File: src/sv/atom_distance_angle_engine_defines.svh
// ============================================================================
// Assertion macros for the atom distance and angle engine
// Concurrent checks that vanish when SYNTH is defined.
// ============================================================================
`ifndef ATOM_DISTANCE_ANGLE_ENGINE_DEFINES_SVH
`define ATOM_DISTANCE_ANGLE_ENGINE_DEFINES_SVH

`ifndef SYNTH
// Same-cycle implication, clocked on clk and quiet during reset.
`define ADA_ASSERT_IMP(name, ante, cons) \
    name: assert property (@(posedge clk) disable iff (!rst_n) (ante) |-> (cons)) \
        else $error("ada check failed");
// Next-cycle implication, clocked on clk and quiet during reset.
`define ADA_ASSERT_NEXT(name, ante, cons) \
    name: assert property (@(posedge clk) disable iff (!rst_n) (ante) |=> (cons)) \
        else $error("ada check failed");
`else
`define ADA_ASSERT_IMP(name, ante, cons)
`define ADA_ASSERT_NEXT(name, ante, cons)
`endif

`endif

File: src/sv/ada_pkg.sv
// ============================================================================
// ada_pkg
// Shared widths, codes and the CORDIC arc tangent table.
// ============================================================================
package ada_pkg;

    // Table geometry and coordinate format.
    localparam int MAX_ATOMS  = 64;
    localparam int ATOM_IDX_W = $clog2(MAX_ATOMS);
    localparam int COORD_W    = 24;
    localparam int WORD_W     = 3 * COORD_W;
    localparam int COUNT_W    = 7;

    // Configuration port.
    localparam int APB_ADDR_W = 3;
    localparam logic [APB_ADDR_W-1:0] ADDR_ATOM_COUNT = 3'd0;

    // Command codes.
    localparam logic [1:0] CMD_WRITE = 2'd0;
    localparam logic [1:0] CMD_DIST  = 2'd1;
    localparam logic [1:0] CMD_ANGLE = 2'd2;
    localparam logic [1:0] CMD_NOP   = 2'd3;

    // Status codes.
    localparam logic [1:0] STAT_OK       = 2'd0;
    localparam logic [1:0] STAT_RANGE    = 2'd1;
    localparam logic [1:0] STAT_ZERO_LEN = 2'd2;

    // Result value width.
    localparam int VALUE_W = 25;

    // Square root unit: radicand up to 2^60, root up to 2^30.
    localparam int SQ_IN_W  = 61;
    localparam int SQ_OUT_W = 31;
    localparam logic [SQ_IN_W-1:0] SQ_TOP_BIT  = 61'(1) << 60;
    localparam logic [SQ_IN_W-1:0] COS_ONE_SQ  = 61'(1) << 60;

    // Cosine divider: Q30 result.
    localparam int DIV_W    = 50;
    localparam int COS_FRAC = 30;
    localparam int COS_W    = COS_FRAC + 1;
    localparam logic [COS_W-1:0] COS_ONE = 31'(1) << COS_FRAC;

    // CORDIC rotation.
    localparam int CORDIC_STEPS = 24;
    localparam int CORDIC_W     = 34;
    localparam int Z_W          = 27;
    localparam logic signed [Z_W-1:0] ANGLE_Q24_PI = 27'sd52707179;

    // Arc tangent of 2^-k in Q24 radians.
    function automatic logic [23:0] ada_atan(input logic [4:0] k);
        logic [23:0] a;
        case (k)
            5'd0:    a = 24'd13176795;
            5'd1:    a = 24'd7778716;
            5'd2:    a = 24'd4110060;
            5'd3:    a = 24'd2086331;
            5'd4:    a = 24'd1047214;
            5'd5:    a = 24'd524117;
            5'd6:    a = 24'd262123;
            5'd7:    a = 24'd131069;
            5'd8:    a = 24'd65536;
            5'd9:    a = 24'd32768;
            5'd10:   a = 24'd16384;
            5'd11:   a = 24'd8192;
            5'd12:   a = 24'd4096;
            5'd13:   a = 24'd2048;
            5'd14:   a = 24'd1024;
            5'd15:   a = 24'd512;
            5'd16:   a = 24'd256;
            5'd17:   a = 24'd128;
            5'd18:   a = 24'd64;
            5'd19:   a = 24'd32;
            5'd20:   a = 24'd16;
            5'd21:   a = 24'd8;
            5'd22:   a = 24'd4;
            5'd23:   a = 24'd2;
            default: a = 24'd0;
        endcase
        return a;
    endfunction

endpackage

File: src/sv/ada_coord_ram.sv
// ============================================================================
// ada_coord_ram
// Coordinate table: one write port, one read port with registered data.
// ============================================================================
module ada_coord_ram (
    input  logic                          clk,
    input  logic                          we,
    input  logic [ada_pkg::ATOM_IDX_W-1:0] waddr,
    input  logic [ada_pkg::WORD_W-1:0]     wdata,
    input  logic [ada_pkg::ATOM_IDX_W-1:0] raddr,
    output logic [ada_pkg::WORD_W-1:0]     rdata
);
    import ada_pkg::*;

    logic [WORD_W-1:0] mem [0:MAX_ATOMS-1];
    logic [WORD_W-1:0] rdata_reg;

    // Write port.
    always_ff @(posedge clk)
    begin
        if (we)
        begin
            mem[waddr] <= wdata;
        end
    end

    // Read port with registered data.
    always_ff @(posedge clk)
    begin
        rdata_reg <= mem[raddr];
    end

    assign rdata = rdata_reg;

endmodule

File: config.mk
export PLATFORM = sky130hd
export DESIGN_NAME = ada_coord_ram
export DESIGN_NICKNAME = d
export VERILOG_FILES = /design/src/sv/atom_distance_angle_engine_defines.svh /design/src/sv/ada_pkg.sv /design/src/sv/ada_coord_ram.sv
export SDC_FILE = /design/constraint.sdc
export NUM_CORES = 2
export LEC_CHECK = 0
export BUFFER_PORTS_ARGS = -buffer_cell sky130_fd_sc_hd__buf_2
export CAP_MARGIN = 10
export CORE_MARGIN = 1
export CORE_UTILIZATION = 41
export CTS_BUF_LIST = sky130_fd_sc_hd__clkbuf_16
export CTS_CLUSTER_SIZE = 14
export DETAILED_ROUTE_END_ITERATION = 10
export GPL_ROUTABILITY_DRIVEN = 0
export PLACE_DENSITY_LB_ADDON = 0.1
export SLEW_MARGIN = 20
export SYNTH_ARGS = -nofsm -noshare
export SYNTH_HDL_FRONTEND = slang
export SYNTH_MEMORY_MAX_BITS = 65536
export SYNTH_SLANG_ARGS = --single-unit
File: constraint.sdc
create_clock -name clk -period 11.1 [get_ports clk]
set_input_delay 2.775 -clock clk [delete_from_list [all_inputs] [get_ports clk]]
set_output_delay 2.775 -clock clk [all_outputs]
set_load 0.05 [all_outputs]
==> metrics <==
CP max FO 36; TritonCTS clock tree done; Seq/Total Area, Yosys 0.798; top cell type by total area after synthesis edfxtp_1; Post-Syn Area roughly 180,000 µm²; DP HPWL 281 mm; cts hold-fix bufs 0; crit path kind input pin to register; FF-to-FF path depth 4; Syn Area/Cell around 24 µm²; Int Power just under 30 mW; die area 430,000 µm²; critical path launch point type input pin; Final Max Tran Viols 0; element type at the critical path end register; final instance area roughly 200,000 µm²; clock root buffer master clkbuf_16; Slew @ Worst Pin about 1.2 ns; worst path required time about 12 ns; met2 Use GR 0.405; Setup Skew 0.0319 ns; IO Port Bufs approximately 160; Multi-input gate area roughly 34,000 µm²; RSZ-0062 raised after global routing false; Nets 7,912; Net Sw Power 8.25 mW; Switching Share 0.220; Crit path arrival time about 5.9 ns; r2r setup slk 8.90 ns; clock latency at the later pin of the worst-skew pair slightly above 1 ns; Via density between 6 and 7; CP peak stage delay about 0.96 ns; clock group share of total power 0.426; WL per Instance 37.6 µm; endpoints failing setup 0; DRT antenna net count 0; Cell Chain, Critical Path buf_2 > nor2b_1 > nand2_1 > nor2_4 > buf_4 > buf_4; Buf/Inv on CP 3; Yosys reg bits 4,680; Area after DPL between 150,000 and 200,000 µm²; FMAX 189 MHz; Hold Crit Class register to register; # H-tree levels 6; largest net degree at the start of global routing about 120; GR peak layer met2; initial core utilization 0.413; # DRC 0; Netlist cell types 27; post-CTS setup buffers 0; R2R Path Start mem[3][40]; most numerous cell on the critical path buf_4; Post-Syn Instances 7,305; clock buffer depth 4; Core Region between 400,000 and 500,000 µm²; CP Launch Point we; setup tns final 0 ns; most common cell after layout, fill and taps aside edfxtp_1; slew margin rel. 0.168; register share of total power 0.524; TritonCTS Sinks about 4,700; Filler cells 34,900; DR pass1 iterations 5; Rows roughly 240; Gate power share 0.049; commonest cells after routing, fill and taps aside edfxtp_1, mux4_2, clkbuf_16; die height 656 µm; Inserted Clock Buffers approximately 520; met3 Use GR 0.0330; Vias 83,800; max reg flops ~4,600; first-pass GRT wire length between 700 and 800 mm; share of the synthesized area in the top cell type 0.790; Die W 656 µm; Power, Total about 38 mW; share of cells above drive strength 1 0.281; final WL approximately 520 mm; Yosys warning count 0; leading post-synthesis cells by cell area edfxtp_1, mux4_2, a22oi_1; io pins around 160; crit path to mem[34][20]; reg-to-reg endpoint rdata[40]; all-layer global routing usage 0.241; M1 GR Usage 0.338; Max VDD drop 0.000137 V; vias in the first global route ~86,000; status finished, final reports clean; FF/Latch Area around 140,000 µm²; Crit-path slowest cell nor2_4; minimum clock period between 5 and 6 ns; fin crit share 0.476; Syn Nets between 7,000 and 8,000; WP depth 6; clock slew at reported path FFs approximately 0.060 ns; pwr dens 188 nW/µm²; grt ovf 0; Starting DRT DRC Count between 9,000 and 10,000; cts repair resizes 0; final hold viol count 0; antenna violations before repair 40; P_leak 62.3 nW; cell family with most CP delay simple AND/OR/NAND/NOR gates; Max Cap Viol 0; Syn-to-layout area delta 14.1%
## cells by family (layout without fill, tap and decap cells)
logic type | count (synthesis) | count (layout) | share of synthesized area
AOI/OAI and AO/OA | 630 | 630 | 0.0274
buffers and inverters | 418 | 1337 | 0.0116
DFF | 4680 | 4680 | 0.798
muxes | 1260 | 1260 | 0.154
other | 0 | 36 | 0
and+or+nand+nor | 317 | 317 | 0.00882
## area by class of cell
| type | count | area share |
|---|---|---|
| Antenna cell | 36 | 0.000451 |
| Clock buffer | 531 | 0.0665 |
| Clock inverter | 387 | 0.0121 |
| Multi-Input combinational cell | 2207 | 0.170 |
| Sequential cell | 4680 | 0.699 |
| Tap cell | 5663 | 0.0354 |
| Timing Repair Buffer | 419 | 0.0165 |
## how the worst min path moves through the flow
| stage | depth (start not counted) | slack, ns | start | to |
|---|---|---|---|---|
| 2_1_floorplan | 4 | 0.78 | mem[46][4] | rdata[4] |
| 3_3_place_gp | 4 | 0.81 | mem[15][50] | rdata[50] |
| 3_5_place_dp | 4 | 0.82 | mem[14][3] | rdata[3] |
| 4_1_cts | 4 | 0.83 | mem[14][3] | rdata[3] |
| 5_1_grt | 4 | 0.87 | mem[14][37] | rdata[37] |
| 6_report | 4 | 0.83 | mem[12][3] | rdata[3] |
## layer usage
layer,vias up,routed length (µm)
met5,-,23
met4,4,12200
met3,637,30400
met2,2962,260000
met1,47300,220000
li1,32900,-
## metrics by stage
| step | cells | hold slack [ns] | worst slack, ns | utilization |
|---|---|---|---|---|
| after floorplan | 7305 | 0.780 | 2.33 | - |
| after global placement | 13000 | 0.815 | 4.61 | 0.433 |
| after detailed placement | 13000 | 0.818 | 4.60 | 0.433 |
| after CTS | 13900 | 0.831 | 5.71 | 0.470 |
| after global routing | 13900 | 0.867 | 5.65 | 0.471 |
| final | 13900 | 0.831 | 5.81 | 0.471 |
## worst reg2reg max path, delay by kind of cell (launching register included)
family,cells,cell delay [ns]
muxes,1,0.59
DFF,1,0.36
AOI/OAI and AO/OA,3,1.12
## power by group through the flow
stage,clock network [mW],logic [mW],registers [mW]
after global routing,16.9,1.95,19.7
final,16.0,1.85,19.7
after floorplan,0,0.899,20.1
after global placement,0,1.85,20.0
after CTS,16.3,1.88,19.7
after detailed placement,0,1.87,20.0
## synthesized netlist by cell type (all sizes together)
cell    number
nand4        2
nor3         2
nand2b       9
o211a       72
a211oi      72
a22oi      288
nand2        8
o22ai      144
o221ai      54
dfxtp       72
and2         3
nor2b        9
buf        275
nand4b       1
mux4      1152
nand3      128
edfxtp    4608
clkbuf     143
nand3b      26
nor2       120
or2          2
or3b         4
or3          3
mux2i      108
Note: power is estimated with default switching activity, not from simulation.
