===== config.mk =====
export PLATFORM = sky130hd
export DESIGN_NAME = ada_cordic
export DESIGN_NICKNAME = d
export VERILOG_FILES = /design/src/sv/atom_distance_angle_engine_defines.svh /design/src/sv/ada_pkg.sv /design/src/sv/ada_cordic.sv
export SDC_FILE = /design/constraint.sdc
export NUM_CORES = 1
export LEC_CHECK = 0
export BUFFER_PORTS_ARGS = -buffer_cell sky130_fd_sc_hd__buf_2
export CAP_MARGIN = 10
export CELL_PAD_IN_SITES_DETAIL_PLACEMENT = 0
export CELL_PAD_IN_SITES_GLOBAL_PLACEMENT = 1
export CORE_MARGIN = 5
export CORE_UTILIZATION = 49
export CTS_CLUSTER_DIAMETER = 50
export DETAILED_ROUTE_END_ITERATION = 6
export GPL_TIMING_DRIVEN = 1
export PLACE_DENSITY = 0.88
export SKIP_CTS_REPAIR_TIMING = 1
export SLEW_MARGIN = 20
export SYNTH_ARGS = -nofsm -noshare
export SYNTH_HDL_FRONTEND = slang
export SYNTH_SLANG_ARGS = --single-unit
export TNS_END_PERCENT = 1

===== constraint.sdc =====
create_clock -name clk -period 7.7 [get_ports clk]
set_input_delay 0.77 -clock clk [delete_from_list [all_inputs] [get_ports clk]]
set_output_delay 0.77 -clock clk [all_outputs]
set_load 0.01 [all_outputs]

===== src/sv/atom_distance_angle_engine_defines.svh =====
// ============================================================================
// Assertion macros for the atom distance and angle engine
// Concurrent checks that vanish when SYNTH is defined.
// ============================================================================
`ifndef ATOM_DISTANCE_ANGLE_ENGINE_DEFINES_SVH
`define ATOM_DISTANCE_ANGLE_ENGINE_DEFINES_SVH

`ifndef SYNTH
// Same-cycle implication, clocked on clk and quiet during reset.
`define ADA_ASSERT_IMP(name, ante, cons) \
    name: assert property (@(posedge clk) disable iff (!rst_n) (ante) |-> (cons)) \
        else $error("ada check failed");
// Next-cycle implication, clocked on clk and quiet during reset.
`define ADA_ASSERT_NEXT(name, ante, cons) \
    name: assert property (@(posedge clk) disable iff (!rst_n) (ante) |=> (cons)) \
        else $error("ada check failed");
`else
`define ADA_ASSERT_IMP(name, ante, cons)
`define ADA_ASSERT_NEXT(name, ante, cons)
`endif

`endif


===== src/sv/ada_pkg.sv =====
// ============================================================================
// ada_pkg
// Shared widths, codes and the CORDIC arc tangent table.
// ============================================================================
package ada_pkg;

    // Table geometry and coordinate format.
    localparam int MAX_ATOMS  = 64;
    localparam int ATOM_IDX_W = $clog2(MAX_ATOMS);
    localparam int COORD_W    = 24;
    localparam int WORD_W     = 3 * COORD_W;
    localparam int COUNT_W    = 7;

    // Configuration port.
    localparam int APB_ADDR_W = 3;
    localparam logic [APB_ADDR_W-1:0] ADDR_ATOM_COUNT = 3'd0;

    // Command codes.
    localparam logic [1:0] CMD_WRITE = 2'd0;
    localparam logic [1:0] CMD_DIST  = 2'd1;
    localparam logic [1:0] CMD_ANGLE = 2'd2;
    localparam logic [1:0] CMD_NOP   = 2'd3;

    // Status codes.
    localparam logic [1:0] STAT_OK       = 2'd0;
    localparam logic [1:0] STAT_RANGE    = 2'd1;
    localparam logic [1:0] STAT_ZERO_LEN = 2'd2;

    // Result value width.
    localparam int VALUE_W = 25;

    // Square root unit: radicand up to 2^60, root up to 2^30.
    localparam int SQ_IN_W  = 61;
    localparam int SQ_OUT_W = 31;
    localparam logic [SQ_IN_W-1:0] SQ_TOP_BIT  = 61'(1) << 60;
    localparam logic [SQ_IN_W-1:0] COS_ONE_SQ  = 61'(1) << 60;

    // Cosine divider: Q30 result.
    localparam int DIV_W    = 50;
    localparam int COS_FRAC = 30;
    localparam int COS_W    = COS_FRAC + 1;
    localparam logic [COS_W-1:0] COS_ONE = 31'(1) << COS_FRAC;

    // CORDIC rotation.
    localparam int CORDIC_STEPS = 24;
    localparam int CORDIC_W     = 34;
    localparam int Z_W          = 27;
    localparam logic signed [Z_W-1:0] ANGLE_Q24_PI = 27'sd52707179;

    // Arc tangent of 2^-k in Q24 radians.
    function automatic logic [23:0] ada_atan(input logic [4:0] k);
        logic [23:0] a;
        case (k)
            5'd0:    a = 24'd13176795;
            5'd1:    a = 24'd7778716;
            5'd2:    a = 24'd4110060;
            5'd3:    a = 24'd2086331;
            5'd4:    a = 24'd1047214;
            5'd5:    a = 24'd524117;
            5'd6:    a = 24'd262123;
            5'd7:    a = 24'd131069;
            5'd8:    a = 24'd65536;
            5'd9:    a = 24'd32768;
            5'd10:   a = 24'd16384;
            5'd11:   a = 24'd8192;
            5'd12:   a = 24'd4096;
            5'd13:   a = 24'd2048;
            5'd14:   a = 24'd1024;
            5'd15:   a = 24'd512;
            5'd16:   a = 24'd256;
            5'd17:   a = 24'd128;
            5'd18:   a = 24'd64;
            5'd19:   a = 24'd32;
            5'd20:   a = 24'd16;
            5'd21:   a = 24'd8;
            5'd22:   a = 24'd4;
            5'd23:   a = 24'd2;
            default: a = 24'd0;
        endcase
        return a;
    endfunction

endpackage


===== src/sv/ada_cordic.sv =====
// ============================================================================
// ada_cordic
// Vectoring CORDIC for atan2(sin, cos), folded to the bond angle in Q2.16.
// ============================================================================
module ada_cordic (
    input  logic                        clk,
    input  logic                        rst_n,
    input  logic                        start,
    input  logic [ada_pkg::COS_W-1:0]    cos_in,
    input  logic [ada_pkg::SQ_OUT_W-1:0] sin_in,
    input  logic                        obtuse,
    output logic                        done,
    output logic [ada_pkg::VALUE_W-1:0]  angle
);
    import ada_pkg::*;

    logic signed [CORDIC_W-1:0] x_reg;
    logic signed [CORDIC_W-1:0] y_reg;
    logic signed [Z_W-1:0]      z_reg;
    logic [4:0]                 k_reg;
    logic                       neg_reg;
    logic                       run_reg;
    logic                       fin_reg;
    logic                       done_reg;
    logic [VALUE_W-1:0]         angle_reg;
    logic signed [CORDIC_W-1:0] xs;
    logic signed [CORDIC_W-1:0] ys;
    logic signed [Z_W-1:0]      step_ang;
    logic signed [Z_W-1:0]      zf;
    logic signed [Z_W-1:0]      zc;
    logic signed [Z_W-1:0]      zr;

    assign xs       = x_reg >>> k_reg;
    assign ys       = y_reg >>> k_reg;
    assign step_ang = $signed({3'b000, ada_atan(k_reg)});

    // Fold for an obtuse angle, clamp to [0, pi] and round to Q2.16.
    always_comb
    begin
        zf = neg_reg ? (ANGLE_Q24_PI - z_reg) : z_reg;
        zc = zf;
        if (zf < 0)
        begin
            zc = '0;
        end
        else if (zf > ANGLE_Q24_PI)
        begin
            zc = ANGLE_Q24_PI;
        end
        zr = zc + 27'sd128;
    end

    // Step control.
    always_ff @(posedge clk or negedge rst_n)
    begin
        if (!rst_n)
        begin
            run_reg  <= 1'b0;
            fin_reg  <= 1'b0;
            done_reg <= 1'b0;
            k_reg    <= '0;
        end
        else
        begin
            done_reg <= fin_reg;
            fin_reg  <= 1'b0;
            if (start)
            begin
                run_reg <= 1'b1;
                k_reg   <= '0;
            end
            else if (run_reg)
            begin
                k_reg <= k_reg + 5'd1;
                if (k_reg == 5'(CORDIC_STEPS - 1))
                begin
                    run_reg <= 1'b0;
                    fin_reg <= 1'b1;
                end
            end
        end
    end

    // Rotation toward the x axis.
    always_ff @(posedge clk)
    begin
        if (start)
        begin
            x_reg   <= $signed({3'b000, cos_in});
            y_reg   <= $signed({3'b000, sin_in});
            z_reg   <= '0;
            neg_reg <= obtuse;
        end
        else if (run_reg)
        begin
            if (y_reg > 0)
            begin
                x_reg <= x_reg + ys;
                y_reg <= y_reg - xs;
                z_reg <= z_reg + step_ang;
            end
            else
            begin
                x_reg <= x_reg - ys;
                y_reg <= y_reg + xs;
                z_reg <= z_reg - step_ang;
            end
        end
        if (fin_reg)
        begin
            angle_reg <= VALUE_W'(zr[Z_W-1:8]);
        end
    end

    assign done  = done_reg;
    assign angle = angle_reg;

endmodule

==> results of run 1 <==
-- stage by stage --
step | setup WS (ns) | std cells | hold WS [ns] | util
floorplan | 1.743 | 2079 | 0.4744 | -
CTS | 0.7656 | 2571 | 0.1793 | 0.5346
global route | 0.2130 | 2571 | 0.1897 | 0.5346
global placement | 0.9723 | 2539 | 0.5099 | 0.5176
detailed placement | 0.8156 | 2539 | 0.5247 | 0.5176
finish | 0.6839 | 2571 | 0.1920 | 0.5346
-- logic make-up after synthesis --
logic type / share of synthesized area
compound gates: 0.2119
xor+xnor: 0.09622
fa+ha+maj: 0.07771
buf+inv: 0.05463
flops: 0.1863
mux: 0.1981
other cells: 0.0002102
simple gates: 0.1750
-- Yosys cell counts, drive strengths merged (5+ instances only) --
master / instances
o2bb2ai: 5
nand3: 38
ha: 106
dfxtp: 33
and3: 13
nand4: 21
or3: 15
a311oi: 5
a211o: 6
o211ai: 16
o31ai: 16
a21oi: 155
o21ai: 176
nand3b: 5
xnor2: 105
a22oi: 8
o22ai: 22
buf: 76
a31oi: 22
o21bai: 12
edfxtp: 82
a2111oi: 5
nor2: 183
o31a: 5
mux4: 93
a21boi: 5
mux2: 33
a21o: 45
nor3: 33
nor2b: 26
nand2b: 28
nor4: 17
inv: 62
nor3b: 7
a22o: 7
o21a: 12
nand2: 203
and2: 10
dfrtp: 8
or2: 14
a211oi: 26
mux2i: 101
clkbuf: 49
xor2: 91
-- area by class of cell --
cell class / instances / share of cell area
timing repair buffer: 124 / 0.04099
tap: 461 / 0.03019
clock buffer: 19 / 0.02318
sequential: 123 / 0.1747
inverter: 62 / 0.01218
clock inverter: 13 / 0.008709
multi-input combinational: 1769 / 0.7101
-- worst max-delay path: stages, from the launching register on --
cell       delay [ns]
dfrtp_4          0.86
buf_12           0.34
mux2i_1          0.31
o22ai_1          0.11
or3b_2           0.52
a2111oi_1        0.44
buf_4            0.21
ha_1             0.18
nand4_1          0.18
or2_1            0.36
o21ai_0          0.24
xor2_1           0.25
ha_1             0.34
nand4_1          0.16
nor2_1           0.08
o211a_1          0.14
o41ai_1          0.36
nor3b_1          0.45
o31a_1           0.28
o31ai_1          0.10
buf_4            0.17
a21oi_1          0.20
o211ai_1         0.19
or3_1            0.34
o311ai_1         0.09
-- per-layer routing --
layer | part of all wire | global-route usage
met5 | 0 | 0
met4 | 0.048 | 0.1330
met2 | 0.48 | 0.4878
met3 | 0.075 | 0.04588
met1 | 0.40 | 0.3654
-- how the worst max path moves through the flow --
stage,start,end,slack (ns),cells after the start
2_1_floorplan,k_reg[0]$_DFFE_PN0P_,x_reg[32]$_SDFFE_PP0P_,1.74,24
3_3_place_gp,k_reg[0]$_DFFE_PN0P_,y_reg[33]$_SDFFE_PP0P_,0.97,24
3_5_place_dp,k_reg[0]$_DFFE_PN0P_,y_reg[33]$_SDFFE_PP0P_,0.82,24
4_1_cts,k_reg[0]$_DFFE_PN0P_,y_reg[33]$_SDFFE_PP0P_,0.77,24
5_1_grt,k_reg[0]$_DFFE_PN0P_,y_reg[33]$_SDFFE_PP0P_,0.21,24
6_report,k_reg[0]$_DFFE_PN0P_,y_reg[33]$_SDFFE_PP0P_,0.68,24
==> results.md, run 1 <==
- Status: complete, no violations
- Worst Path Arrival: 7.38 ns
- Synthesized cell area: 17840 um2
- Worst Setup End Kind: register
- Antenna viol nets, final: 0
- Cell Area, Placed: 18500 um2
- DRT iter0 DRCs: 1527
- Layout area overhead: 7.104%
- Most frequent cells in the layout: nand2_1 (201), nor2_1 (180), o21ai_0 (172)
- F_max: 0.1425 GHz
- First-pass GRT wire length: 93540 um
- Seq. cell area: 3338 um2
- Overflow left after global routing: 0
- Worst-Skew Late Latency: 0.46 ns
- CTS tree: yes
- Final setup fails: 0
- R2R Path End: y_reg[33]$_SDFFE_PP0P_
- Via count: 16940
- Period utilization: 0.9112
- Slew @ Worst Pin: 0.9157 ns
- Initial antenna violation count: 0
- RSZ-0062 raised after global routing: no
- Worst hold path type: in2async
- Worst R2R Start: k_reg[0]$_DFFE_PN0P_
- Core Rows: 69
- # clock sinks: 123
- CTS Buf Count: 17
- Tmin final: 7.016 ns
- Post-synth ARST share: 0.06504
- Leading area contributor after synthesis: edfxtp_1
- EDFF count, synth: 82
- Die Width: 200.8 um
- Number of iterations in the first detailed-routing pass: 6
- Number of diodes: 0
- Maximum buffer depth of the clock tree: 2
- Critical Path RT: 8.07 ns
- DRC: 0
- Port-buffer cells: 85
- DR vias/cell: 6.588
- Clock Tree Root: clkbuf_16
- Worst Clk Skew: 0.01356 ns
- Synth area leaders: edfxtp_1 (14%), mux4_2 (10%), ha_1 (7.4%), mux2i_1 (5.6%), xnor2_1 (5.2%)
- Die H: 200.8 um
- Final hold vios: 0
- Max-slew headroom: 0.3843
- Total Wirelength: 59850 um
- Worst-path fanout max: 43
- # IOs: 92
- Top_reg_cell synth: edfxtp_1
- Fin area: 19110 um2
- Clk pin slew, worst setup/hold paths: 0.07 ns
- Startpoint Class: register
- Commonest non-fill, non-tap cell in the layout: nand2_1
- Register-to-Register Path Depth: 24
- Setup TNS: 0 ns
- Critical path type: reg2reg
- Multi-input gate area: 13570 um2
- Largest net degree at the start of global routing: 80
- Htree depth: 4
- Area of the core: 35740 um2
- R2R Setup Slk: 0.68 ns
- Syn. warnings: 0
- Fill cells: 3395
- Post-Synthesis Cells: 2073
- Mapped Avg Cell Area: 8.606 um2
- Netlist cell types: 109
- Yosys reg bits: 123
- Maxcap violations: 0
- GR Util All Layers: 0.2892
- Initial Util: 0.4992
- Seq/Total Area, Yosys: 0.1863
- # nets final: 2272
- Share of cells above drive strength 1: 0.1564
- Max-slew violations: 0
- Avg WL per Cell: 23.28 um
- RD Place Congestion: 0.9872
- Vias in the first global route: 16550
- Yosys top cell area share: 0.1380
- Die area: 40330 um2
- DP Wirelength: 45630 um
Power of run 1 is left out: the tool's default activity adds up to more than one toggle a clock period on the data nets, which glitch-free logic cannot reach.
==> inputs of run 2 (changes only) <==
==> constraint.sdc (replaced) <==
create_clock -name clk -period 7.7 [get_ports clk]
set_input_delay 0 -clock clk [delete_from_list [all_inputs] [get_ports clk]]
set_output_delay 0 -clock clk [all_outputs]
set_load 0.01 [all_outputs]
==> results.md, run 2 (synthesis results as in run 1) <==
- Status: finished, violations left
- Violations in the final reports: design-rule violations, negative hold slack
- R2R Path End: y_reg[33]$_SDFFE_PP0P_
- Clock Tree Root: clkbuf_16
- Htree depth: 4
- Commonest non-fill, non-tap cell in the layout: nand2_1
- Tmin final: 6.997 ns
- Hold EP: y_reg[29]$_DFFE_PP_
- Number of iterations in the first detailed-routing pass: 7
- Critical Path RT: 8.06 ns
- Maximum buffer depth of the clock tree: 2
- RSZ-0062 raised after global routing: no
- Period utilization: 0.9087
- Maxcap violations: 0
- DR vias/cell: 6.506
- Hold Crit Start: sin_in[29]
- Worst R2R Start: k_reg[0]$_DFFE_PN0P_
- Core Rows: 69
- Max-slew headroom: 0.3654
- First-pass GRT wire length: 93540 um
- Startpoint Class: register
- Die area: 40330 um2
- Number of diodes: 0
- Layout area overhead: 10.75%
- Hold Path Depth: 3
- CTS Buf Count: 17
- Most frequent cells in the layout: nand2_1 (201), nor2_1 (180), o21ai_0 (172)
- Hold slack: -0.007969 ns
- DP Wirelength: 45630 um
- Worst Path Arrival: 7.36 ns
- F_max: 0.1429 GHz
- Final hold vios: 1
- Antenna viol nets, final: 0
- CTS tree: yes
- Worst-Skew Late Latency: 0.46 ns
- Clk pin slew, worst setup/hold paths: 0.07 ns
- Total Wirelength: 60760 um
- Die H: 200.8 um
- Worst hold path type: in2reg
- RD Place Congestion: 0.9872
- # clock sinks: 123
- Die Width: 200.8 um
- Worst Clk Skew: 0.01408 ns
- DRT iter0 DRCs: 1611
- GR Util All Layers: 0.2892
- Setup TNS: 0 ns
- Vias in the first global route: 16550
- Overflow left after global routing: 0
- DRC: 2
- # IOs: 92
- Share of cells above drive strength 1: 0.1517
- Via count: 17150
- Port-buffer cells: 85
- Initial Util: 0.4992
- Area of the core: 35740 um2
- Worst Setup End Kind: register
- R2R Setup Slk: 0.70 ns
- Initial antenna violation count: 0
- Largest net degree at the start of global routing: 80
- Max-slew violations: 0
- Register-to-Register Path Depth: 24
- Slew @ Worst Pin: 0.9438 ns
- Critical path type: reg2reg
- Final setup fails: 0
- Worst-path fanout max: 43
- Avg WL per Cell: 23.05 um
- # nets final: 2337
- Core Util, Final: 0.5528
[run 2: worst max-delay path by stage]
stage	from	slack, ns	cells past startpoint	to
finish	k_reg[0]$_DFFE_PN0P_	0.70	24	y_reg[33]$_SDFFE_PP0P_
global route	k_reg[0]$_DFFE_PN0P_	0.21	24	y_reg[33]$_SDFFE_PP0P_
CTS	k_reg[0]$_DFFE_PN0P_	0.77	24	y_reg[33]$_SDFFE_PP0P_
detailed placement	k_reg[0]$_DFFE_PN0P_	0.82	24	y_reg[33]$_SDFFE_PP0P_
global placement	k_reg[0]$_DFFE_PN0P_	0.97	24	y_reg[33]$_SDFFE_PP0P_
floorplan	k_reg[0]$_DFFE_PN0P_	1.74	24	x_reg[32]$_SDFFE_PP0P_
[run 2: layer usage]
metal | GRT usage | wire length [um] | part of all wire | up-vias
li1 | - | - | - | 7962
met1 | 0.3654 | 24430 | 0.40 | 8263
met2 | 0.4878 | 28990 | 0.48 | 765
met3 | 0.04588 | 4424 | 0.073 | 161
met4 | 0.1330 | 2908 | 0.048 | 0
met5 | 0 | 0 | 0 | -
[run 2: critical path, cell delays in order (launching register included)]
cell and delay (ns):
dfrtp_4 0.87, buf_12 0.34, mux2i_1 0.30, o22ai_1 0.11, or3b_2 0.52, a2111oi_1 0.44, buf_4 0.21, ha_1 0.19
nand4_1 0.18, or2_1 0.36, o21ai_0 0.23, xor2_1 0.22, ha_1 0.34, nand4_1 0.16, nor2_1 0.08, o211a_1 0.14
o41ai_1 0.36, nor3b_1 0.44, o31a_1 0.28, o31ai_1 0.10, buf_4 0.17, a21oi_1 0.20, o211ai_1 0.19, or3_1 0.34
o311ai_1 0.09
[run 2: cell type report]
type / instances / area [um2]
Fill cell: 3340 / 15980
Multi-Input combinational cell: 1769 / 13570
Sequential cell: 123 / 3338
Timing Repair Buffer: 189 / 1434
Tap cell: 461 / 576.8
Clock buffer: 19 / 442.9
Inverter: 62 / 232.7
Clock inverter: 13 / 166.4
[run 2: metrics by stage]
stage                     instances  hold slack [ns]  setup WS (ns)  cell area, um2
after floorplan                2079          -0.2956          1.743           17860
after detailed placement       2539          -0.1040         0.8156           18500
after global placement         2539          -0.1128         0.9723           18500
after global routing           2636         0.001693         0.2130           19760
after CTS                      2571          -0.5907         0.7656           19110
final                          2636        -0.007969         0.7030           19760
Power of run 2 is left out for the same reason.
