**src/sv/atom_distance_angle_engine_defines.svh**
```systemverilog
// ============================================================================
// Assertion macros for the atom distance and angle engine
// Concurrent checks that vanish when SYNTH is defined.
// ============================================================================
`ifndef ATOM_DISTANCE_ANGLE_ENGINE_DEFINES_SVH
`define ATOM_DISTANCE_ANGLE_ENGINE_DEFINES_SVH

`ifndef SYNTH
// Same-cycle implication, clocked on clk and quiet during reset.
`define ADA_ASSERT_IMP(name, ante, cons) \
    name: assert property (@(posedge clk) disable iff (!rst_n) (ante) |-> (cons)) \
        else $error("ada check failed");
// Next-cycle implication, clocked on clk and quiet during reset.
`define ADA_ASSERT_NEXT(name, ante, cons) \
    name: assert property (@(posedge clk) disable iff (!rst_n) (ante) |=> (cons)) \
        else $error("ada check failed");
`else
`define ADA_ASSERT_IMP(name, ante, cons)
`define ADA_ASSERT_NEXT(name, ante, cons)
`endif

`endif

```
**src/sv/ada_pkg.sv**
```systemverilog
// ============================================================================
// ada_pkg
// Shared widths, codes and the CORDIC arc tangent table.
// ============================================================================
package ada_pkg;

    // Table geometry and coordinate format.
    localparam int MAX_ATOMS  = 64;
    localparam int ATOM_IDX_W = $clog2(MAX_ATOMS);
    localparam int COORD_W    = 24;
    localparam int WORD_W     = 3 * COORD_W;
    localparam int COUNT_W    = 7;

    // Configuration port.
    localparam int APB_ADDR_W = 3;
    localparam logic [APB_ADDR_W-1:0] ADDR_ATOM_COUNT = 3'd0;

    // Command codes.
    localparam logic [1:0] CMD_WRITE = 2'd0;
    localparam logic [1:0] CMD_DIST  = 2'd1;
    localparam logic [1:0] CMD_ANGLE = 2'd2;
    localparam logic [1:0] CMD_NOP   = 2'd3;

    // Status codes.
    localparam logic [1:0] STAT_OK       = 2'd0;
    localparam logic [1:0] STAT_RANGE    = 2'd1;
    localparam logic [1:0] STAT_ZERO_LEN = 2'd2;

    // Result value width.
    localparam int VALUE_W = 25;

    // Square root unit: radicand up to 2^60, root up to 2^30.
    localparam int SQ_IN_W  = 61;
    localparam int SQ_OUT_W = 31;
    localparam logic [SQ_IN_W-1:0] SQ_TOP_BIT  = 61'(1) << 60;
    localparam logic [SQ_IN_W-1:0] COS_ONE_SQ  = 61'(1) << 60;

    // Cosine divider: Q30 result.
    localparam int DIV_W    = 50;
    localparam int COS_FRAC = 30;
    localparam int COS_W    = COS_FRAC + 1;
    localparam logic [COS_W-1:0] COS_ONE = 31'(1) << COS_FRAC;

    // CORDIC rotation.
    localparam int CORDIC_STEPS = 24;
    localparam int CORDIC_W     = 34;
    localparam int Z_W          = 27;
    localparam logic signed [Z_W-1:0] ANGLE_Q24_PI = 27'sd52707179;

    // Arc tangent of 2^-k in Q24 radians.
    function automatic logic [23:0] ada_atan(input logic [4:0] k);
        logic [23:0] a;
        case (k)
            5'd0:    a = 24'd13176795;
            5'd1:    a = 24'd7778716;
            5'd2:    a = 24'd4110060;
            5'd3:    a = 24'd2086331;
            5'd4:    a = 24'd1047214;
            5'd5:    a = 24'd524117;
            5'd6:    a = 24'd262123;
            5'd7:    a = 24'd131069;
            5'd8:    a = 24'd65536;
            5'd9:    a = 24'd32768;
            5'd10:   a = 24'd16384;
            5'd11:   a = 24'd8192;
            5'd12:   a = 24'd4096;
            5'd13:   a = 24'd2048;
            5'd14:   a = 24'd1024;
            5'd15:   a = 24'd512;
            5'd16:   a = 24'd256;
            5'd17:   a = 24'd128;
            5'd18:   a = 24'd64;
            5'd19:   a = 24'd32;
            5'd20:   a = 24'd16;
            5'd21:   a = 24'd8;
            5'd22:   a = 24'd4;
            5'd23:   a = 24'd2;
            default: a = 24'd0;
        endcase
        return a;
    endfunction

endpackage

```
**src/sv/ada_cos_div.sv**
```systemverilog
// ============================================================================
// ada_cos_div
// Restoring divider for the Q30 cosine, clamped to one and rounded.
// ============================================================================
module ada_cos_div (
    input  logic                     clk,
    input  logic                     rst_n,
    input  logic                     start,
    input  logic [ada_pkg::DIV_W-1:0] mag,
    input  logic [ada_pkg::DIV_W-1:0] divisor,
    output logic                     done,
    output logic [ada_pkg::COS_W-1:0] cos_q
);
    import ada_pkg::*;

    logic [DIV_W:0]      rem_reg;
    logic [DIV_W-1:0]    div_reg;
    logic [COS_FRAC-1:0] q_reg;
    logic [4:0]          cnt_reg;
    logic                run_reg;
    logic                rnd_reg;
    logic                done_reg;
    logic [COS_W-1:0]    cos_reg;
    logic [DIV_W+1:0]    shifted;
    logic                fits;
    logic                sat;

    assign shifted = {rem_reg, 1'b0};
    assign fits    = (shifted >= {2'b0, div_reg});
    assign sat     = (mag >= divisor);

    // Control: saturate at once, or run the quotient bits then round.
    always_ff @(posedge clk or negedge rst_n)
    begin
        if (!rst_n)
        begin
            run_reg  <= 1'b0;
            rnd_reg  <= 1'b0;
            done_reg <= 1'b0;
            cnt_reg  <= '0;
        end
        else
        begin
            done_reg <= 1'b0;
            if (start)
            begin
                cnt_reg <= '0;
                rnd_reg <= 1'b0;
                if (sat)
                begin
                    run_reg  <= 1'b0;
                    done_reg <= 1'b1;
                end
                else
                begin
                    run_reg <= 1'b1;
                end
            end
            else if (run_reg)
            begin
                cnt_reg <= cnt_reg + 5'd1;
                if (cnt_reg == 5'(COS_FRAC - 1))
                begin
                    run_reg <= 1'b0;
                    rnd_reg <= 1'b1;
                end
            end
            else if (rnd_reg)
            begin
                rnd_reg  <= 1'b0;
                done_reg <= 1'b1;
            end
        end
    end

    // Quotient and remainder; the divisor is held for the whole division.
    always_ff @(posedge clk)
    begin
        if (start)
        begin
            rem_reg <= {1'b0, mag};
            div_reg <= divisor;
            q_reg   <= '0;
            if (sat)
            begin
                cos_reg <= COS_ONE;
            end
        end
        else if (run_reg)
        begin
            if (fits)
            begin
                rem_reg <= (DIV_W+1)'(shifted - {2'b0, div_reg});
                q_reg   <= {q_reg[COS_FRAC-2:0], 1'b1};
            end
            else
            begin
                rem_reg <= shifted[DIV_W:0];
                q_reg   <= {q_reg[COS_FRAC-2:0], 1'b0};
            end
        end
        else if (rnd_reg)
        begin
            cos_reg <= {1'b0, q_reg} + COS_W'(fits);
        end
    end

    assign done  = done_reg;
    assign cos_q = cos_reg;

endmodule

```
**config.mk**
```make
export PLATFORM = sky130hd
export DESIGN_NAME = ada_cos_div
export DESIGN_NICKNAME = d
export VERILOG_FILES = /design/src/sv/atom_distance_angle_engine_defines.svh /design/src/sv/ada_pkg.sv /design/src/sv/ada_cos_div.sv
export SDC_FILE = /design/constraint.sdc
export NUM_CORES = 1
export LEC_CHECK = 0
export BUFFER_PORTS_ARGS = -buffer_cell sky130_fd_sc_hd__buf_4
export CAP_MARGIN = 40
export CELL_PAD_IN_SITES_DETAIL_PLACEMENT = 2
export CELL_PAD_IN_SITES_GLOBAL_PLACEMENT = 2
export CORE_MARGIN = 3
export CORE_UTILIZATION = 28
export CTS_BUF_LIST = sky130_fd_sc_hd__clkbuf_8
export DETAILED_ROUTE_END_ITERATION = 10
export PLACE_DENSITY_LB_ADDON = 0.1
export SLEW_MARGIN = 20
export SYNTH_ARGS = -nofsm -noshare
export SYNTH_HDL_FRONTEND = slang
export SYNTH_SLANG_ARGS = --single-unit
```
**constraint.sdc**
```tcl
create_clock -name clk -period 5.82 [get_ports clk]
set_clock_uncertainty 0.2 [all_clocks]
set_input_delay 0.291 -clock clk [delete_from_list [all_inputs] [get_ports clk]]
set_output_delay 0.291 -clock clk [all_outputs]
set_load 0.05 [all_outputs]
```
==> results of run 1 <==
-- routing by layer --
layer | up-vias | track usage [%] | share of wire [%] | wire, µm
met2 | 99 | 31.3 | 50 | 19400
met5 | - | 0 | 0 | 0
li1 | 4796 | - | - | -
met1 | 4887 | 23.3 | 47 | 18100
met3 | 15 | 3.59 | 2.5 | 978
met4 | 0 | 2.93 | 0.68 | 265
-- placed cells by master, fill, tap and decap left out, types with 12 or more instances in the layout --
| master | instances |
|---|---|
| nor3_1 | 15 |
| o21a_1 | 13 |
| dfxtp_1 | 31 |
| dlygate4sd3_1 | 102 |
| mux2i_1 | 35 |
| nand3_1 | 26 |
| buf_4 | 141 |
| nand4_1 | 30 |
| o21ai_0 | 63 |
| nor2_1 | 126 |
| xor2_1 | 39 |
| a21o_1 | 43 |
| or3_1 | 12 |
| nand2_1 | 91 |
| xnor2_1 | 32 |
| edfxtp_1 | 131 |
| mux2_2 | 14 |
| and3_1 | 20 |
| a31oi_1 | 13 |
| a211oi_1 | 12 |
| inv_1 | 125 |
| ha_1 | 104 |
| clkbuf_8 | 17 |
| a21oi_1 | 102 |
-- repair_timing --
action                                  in CTS  in global routing
hold endpoints to repair                   108                  0
hold buffers                               102                  0
endpoints found under the setup margin       0                  0
buffers inserted                             0                  0
-- final cells by class --
type | count | area (µm²)
Clock buffer | 17 | 234
Timing Repair Buffer | 245 | 2110
Antenna cell | 3 | 7.51
Inverter | 125 | 469
Sequential cell | 170 | 4760
Tap cell | 525 | 657
Clock inverter | 15 | 103
Fill cell | 4489 | 25800
Multi-Input combinational cell | 884 | 6060
-- cell families after synthesis --
family                     Yosys count
xor gates and xnor gates            71
muxes                               49
and+or+nand+nor                    351
adders and majority gates          105
buffers and inverters              179
AOI/OAI and AO/OA                  308
DFF                                170
-- worst max-delay path by stage --
stage / end / from
after floorplan: cos_q[26] / rem_reg[0]
after global placement: cos_q[28] / rem_reg[0]
after detailed placement: cos_q[26] / rem_reg[0]
after CTS: cos_q[26] / rem_reg[0]
after global routing: cos_q[28] / rem_reg[0]
final: cos_q[26] / rem_reg[0]
-- metrics by stage --
stage	utilization, %	hold slack, ps	std cells
final	35.8	38.9	1984
after global routing	35.8	17.3	1984
after CTS	35.8	1.28	1980
after detailed placement	32.4	-82.4	1846
after global placement	32.4	-80.5	1846
after floorplan	-	-205	1233
-- power by group --
part | total [W] | switching [W] | internal, W
clock network | 0.000798 | 0.000506 | 0.000293
registers | 0.00171 | 0.000121 | 0.00159
logic | 0.00293 | 0.00176 | 0.00116
total | 0.00544 | 0.00239 | 0.00305
-- critical path: stages (launching register included) --
cell and delay [ps]:
edfxtp_1 390, inv_1 80, fa_1 440, nor2b_1 160
o21ai_1 90, a21oi_1 260, nor2_1 130, o21ai_1 570
a221oi_4 160, o21a_4 260, inv_2 50, ha_1 190
ha_1 220, nand2_1 90, nor2_1 270, and3_1 300
and2_1 220, nand2_1 70, or2_0 300, or3_1 340
a21oi_1 160
==> impl_metrics.ini, run 1 <==
[status]
status = complete, no violations

[die]
die_w_um = 209
coreArea_um2 = 40200
initial_core_util_pct = 28.6
die-area_um2 = 43600
boundaryPins = 135
row_count = 73
fp.dieH_um = 209

[setup_path]
crit_fanout = 6
r2r-end = cos_q[26]
start_kind = flop
crit_path_end_kind = flop
r2r_cells = 20
required_ps = 5980
r2r_start = rem_reg[0]
worst-setup-path-type = reg -> reg
rrSetupSlack_ps = 700
worstPathArrival_ps = 5290

[synthesis]
ys.flop_type = edfxtp_1
avgSynthCellArea_um2 = 9.34
syn_nets = 1441
synth_area_leaders = edfxtp_1 (34%), ha_1 (11%), dfxtp_1 (5.4%)
yosysSeqAreaShare_pct = 41.3
ys_types = 70
ys_ff_latch = 170
yosys-top-cells-count = edfxtp_1 (131), nor2_1 (127), inv_1 (124), ha_1 (104), a21oi_1 (102)
synth_xor_area_share_pct = 5.40
yosys.area.top_type_share_pct = 34.2
synth-compound-area-share_pct = 17.3
synth.cell_area_um2 = 11500
synth-edff-count = 131
synthMuxAreaShare_pct = 4.41
netlist_instances = 1233
async_flop_share_pct = 4.71
synth_top_family_by_area = compound AO/OA/AOI/OAI gates
yosysMostFrequentCell = edfxtp_1
synth-adder-area-share_pct = 11.5
ys_warn_count = 0
synth_simple_gate_area_share_pct = 14.0
yosys.area.top_type = edfxtp_1

[detailed_routing]
ant_nets = 0
drt_iter0_drc = 381
wirelength_um = 38800
drc_errors = 0
viasPerCell = 4.94
vias = 9797
routedWlPerCell_um = 19.5
drt_pre_antenna_iters = 4

[flow_run]
cap_violations = 0

[clocking]
cts-htree-levels = 4
cts.repair.resized = 0
cts_root_buf = clkbuf_8
clock-sinks = 170
clk_pin_slew_ps = 110
clock_latency_ps = 520
clock_path_buffers = 2
cts_tree = built
cts_inserted_buffers = 17

[cells_and_area]
area_delta_synth_final_pct = 25.1
fin_area_um2 = 14400
drive_gt1_share_pct = 14.5
largest_register_ffs = 51
nNetsFinal = 1651

[sta]
tightestPinTransition_ps = 823
rsz0062_at_grt = no
fmax_ghz = 0.195
maxSlewViolCount = 0
worst_slack_ps = 697
finalCriticalPeriod_ps = 5120
setup_viol_count_final = 0
tns_ps = 0
finalHoldViolCount = 0
max-slew-margin-rel_pct = 45.1
fin_crit_sh_pct = 88.0

[grt]
antenna_found_initial = 3
grt_pass1_vias = 10969
grt_pass1_wl_um = 62000
grt.total_usage_pct = 17.9
grt_overflow_total = 0
grt_max_degree = 60

[place]
postPlaceCellArea_um2 = 13000
portBuffers = 134
hpwl_um = 28600
gp_routability_congestion = 0.773
post-place-ws_ps = 718

[power_and_ir_drop]
ir_drop_mv = 0.170
power_w = 0.00544
p_leak_nw = 6.27
powerDensity_nw_per_um2 = 378

[worst_hold_path]
hold_depth = 1
hp-class = in -> reg
hp-start = start
min_to = div_reg[6]
Power figures use the tool's default switching activity.
==> inputs of run 2 (changes only) <==
Settings changed: ABC_AREA set to 1, CORE_MARGIN 3 to 2, REMOVE_ABC_BUFFERS set to 1.
==> run 2 against run 1 <==
  * Clock power grew 21%
  * Synthesized area is 16% higher
  * Critical path depth rose by 2
  * Worst setup slack better by 740 ps
  * First-iteration DRC count grew 35%
  * Global-route usage increased by 4.9 points
  * Flip-flop and latch count unchanged
  * Largest power group unchanged
  * Highest routed layer unchanged
==> impl_metrics.ini, run 2 <==
[status]
status = complete, no violations

[place]
dp_cells = 2664
portBuffers = 134
gp_routability_congestion = 0.858
hpwl_um = 43200

[sta]
rsz0062_at_grt = no
maxSlewViolCount = 0
fin_crit_sh_pct = 75.3
max-slew-margin-rel_pct = 42.4
finalCriticalPeriod_ps = 4380
setup_viol_count_final = 0
tns_ps = 0
tightestPinTransition_ps = 856
fmax_ghz = 0.228
finalHoldViolCount = 0

[cells_and_area]
most-common-layout-cells = nand2_1 (645), inv_1 (404), buf_4 (143)
seqCellArea_um2 = 4750
multiInputGateArea_um2 = 6810
post-route-util_pct = 35.3
nNetsFinal = 2387
largest_register_ffs = 51
stdcell_count = 2801
drive_gt1_share_pct = 9.85
fillCellCount = 5592
mostFrequentLayoutCell = nand2_1
area_delta_synth_final_pct = 23.8

[clocking]
cts_root_buf = clkbuf_8
cts.repair.resized = 0
cts_inserted_buffers = 17
clock_latency_ps = 590
cts-htree-levels = 4
clk_pin_slew_ps = 120
clock_path_buffers = 2
clock-sinks = 170
cts_tree = built

[detailed_routing]
vias = 13316
drt_pre_antenna_iters = 4
wirelength_um = 54600
drc_errors = 0
drt_iter0_drc = 513
ant_nets = 0
viasPerCell = 4.75
routedWlPerCell_um = 19.5

[power_and_ir_drop]
p_leak_nw = 8.24
ir_drop_mv = 0.129
clkPwrFrac_pct = 17.1
net-switching-power_w = 0.00272
swShare_pct = 48.2
p_comb_share_pct = 54.0
seq_power_share_pct = 28.9
power_w = 0.00565
internal_power_w = 0.00293
powerDensity_nw_per_um2 = 343

[die]
die-area_um2 = 49300
die_w_um = 222
boundaryPins = 135
initial_core_util_pct = 28.5
coreArea_um2 = 46800
fp.dieH_um = 222
row_count = 79

[setup_path]
required_ps = 5930
crit_path_end_kind = flop
worst-setup-path-type = reg -> reg
crit_fanout = 5
worstPathArrival_ps = 4490
start_kind = flop

[synthesis]
ys.flop_type = edfxtp_1
ys_warn_count = 0
synth.cell_area_um2 = 13300
netlist_instances = 1949
ys_types = 44
yosys.area.top_type = edfxtp_1
yosys.area.top_type_share_pct = 29.5
yosys-top-cells-count = nand2_1 (645), inv_1 (404), nor2_1 (138), edfxtp_1 (131), nand3_1 (105)
synth-edff-count = 131
yosysMostFrequentCell = nand2_1
yosysSeqAreaShare_pct = 35.7
synth_area_leaders = edfxtp_1 (30%), nand2_1 (18%), inv_1 (11%)
ys_ff_latch = 170
avgSynthCellArea_um2 = 6.83
async_flop_share_pct = 4.71

[grt]
grt_pass1_vias = 14829
antenna_found_initial = 3
grt_max_degree = 71
grt.total_usage_pct = 22.8
grt_pass1_wl_um = 85900
grt_overflow_total = 0

[worst_hold_path]
hp-class = in -> reg

[flow_run]
cap_violations = 0
[run 2: changes by cell type in the layout (fill, tap and decap cells not counted), sizes merged, moves of 23 or more]
cell   previous run  this run
nand3            26       109
o22ai             0        29
nand4            30        53
inv             130       428
a21o             43         2
nor2            127       150
mux2i            35         0
xor2             39         2
nand2            92       647
a21oi           105        77
[run 2: worst max-delay path, stage by stage (launching register included)]
cell and delay [ps]:
edfxtp_1 450, ha_1 460, nand2_1 180, nor2_2 180, inv_2 80, nor2_2 130
nand2_1 110, nor2_1 210, nand3_2 140, nand3_4 130, ha_1 180, ha_1 190
nand2_1 90, nor2_1 130, nand2_1 70, inv_1 90, nand2_1 80, nor2_2 200
nand3_2 200, nor2_4 200, nand3_1 150, nor3_1 160, nor3b_1 70
[run 2: final timing paths]
path / startpoint / end / slack, ps / cells past startpoint
hold / removal: mag[17] / rem_reg[17] / 90 / 3
max in group asynchronous: rst_n / cnt_reg[4] / 4640 / 3
min in group asynchronous: rst_n / cnt_reg[2] / 490 / 3
setup / recovery: rem_reg[37] / cos_q[24] / 1440 / 22
hold reg to reg: cnt_reg[4] / cnt_reg[4] / 280 / 1
setup reg to reg: rem_reg[37] / cos_q[24] / 1440 / 22
[run 2: cells by family (layout without fill, tap and decap cells)]
logic type | Yosys count | in the layout | share of synthesized area, %
buffers and inverters | 458 | 701 | 13.2
and+or+nand+nor | 1009 | 1009 | 31.8
DFF | 170 | 170 | 35.7
other | 0 | 2 | 0
adders and majority gates | 105 | 105 | 9.92
xor gates and xnor gates | 28 | 28 | 1.84
AOI/OAI and AO/OA | 179 | 179 | 7.54
[run 2: layout make-up]
type                            instances  area share [%]
Multi-Input combinational cell       1321            41.3
Sequential cell                       170            28.8
Timing Repair Buffer                  248            13.1
Inverter                              421            9.58
Tap cell                              607            4.61
Clock buffer                           17            1.42
Clock inverter                         15            1.13
Antenna cell                            2          0.0304
[run 2: metrics by stage]
step           area, µm²  hold slack [ps]  setup WS [ps]
4_1_cts            16500             28.3           1460
5_1_grt            16500             65.6           1120
3_3_place_gp       15000            -81.8           1590
6_report           16500             85.8           1440
3_5_place_dp       15000            -81.8           1510
2_1_floorplan      13100             -205           1600
[run 2: power groups by stage]
stage / clock (W) / sequential (W) / combinational (W)
floorplan: 0 / 0.00167 / 0.00190
global placement: 0 / 0.00165 / 0.00293
detailed placement: 0 / 0.00166 / 0.00300
CTS: 0.00101 / 0.00163 / 0.00307
global route: 0.00103 / 0.00166 / 0.00347
finish: 0.000966 / 0.00163 / 0.00306
[run 2: metal layers]
layer	wire (µm)	GRT usage, %	up-vias
li1	-	-	6614
met1	25700	29.7	6523
met2	26700	39.7	145
met3	1540	3.42	34
met4	574	4.71	0
met5	0	0	-
[run 2: timing repair]
item | in CTS | in global routing
hold buffers | 102 | 0
buffers inserted | 0 | 0
endpoints found under the hold margin | 119 | 0
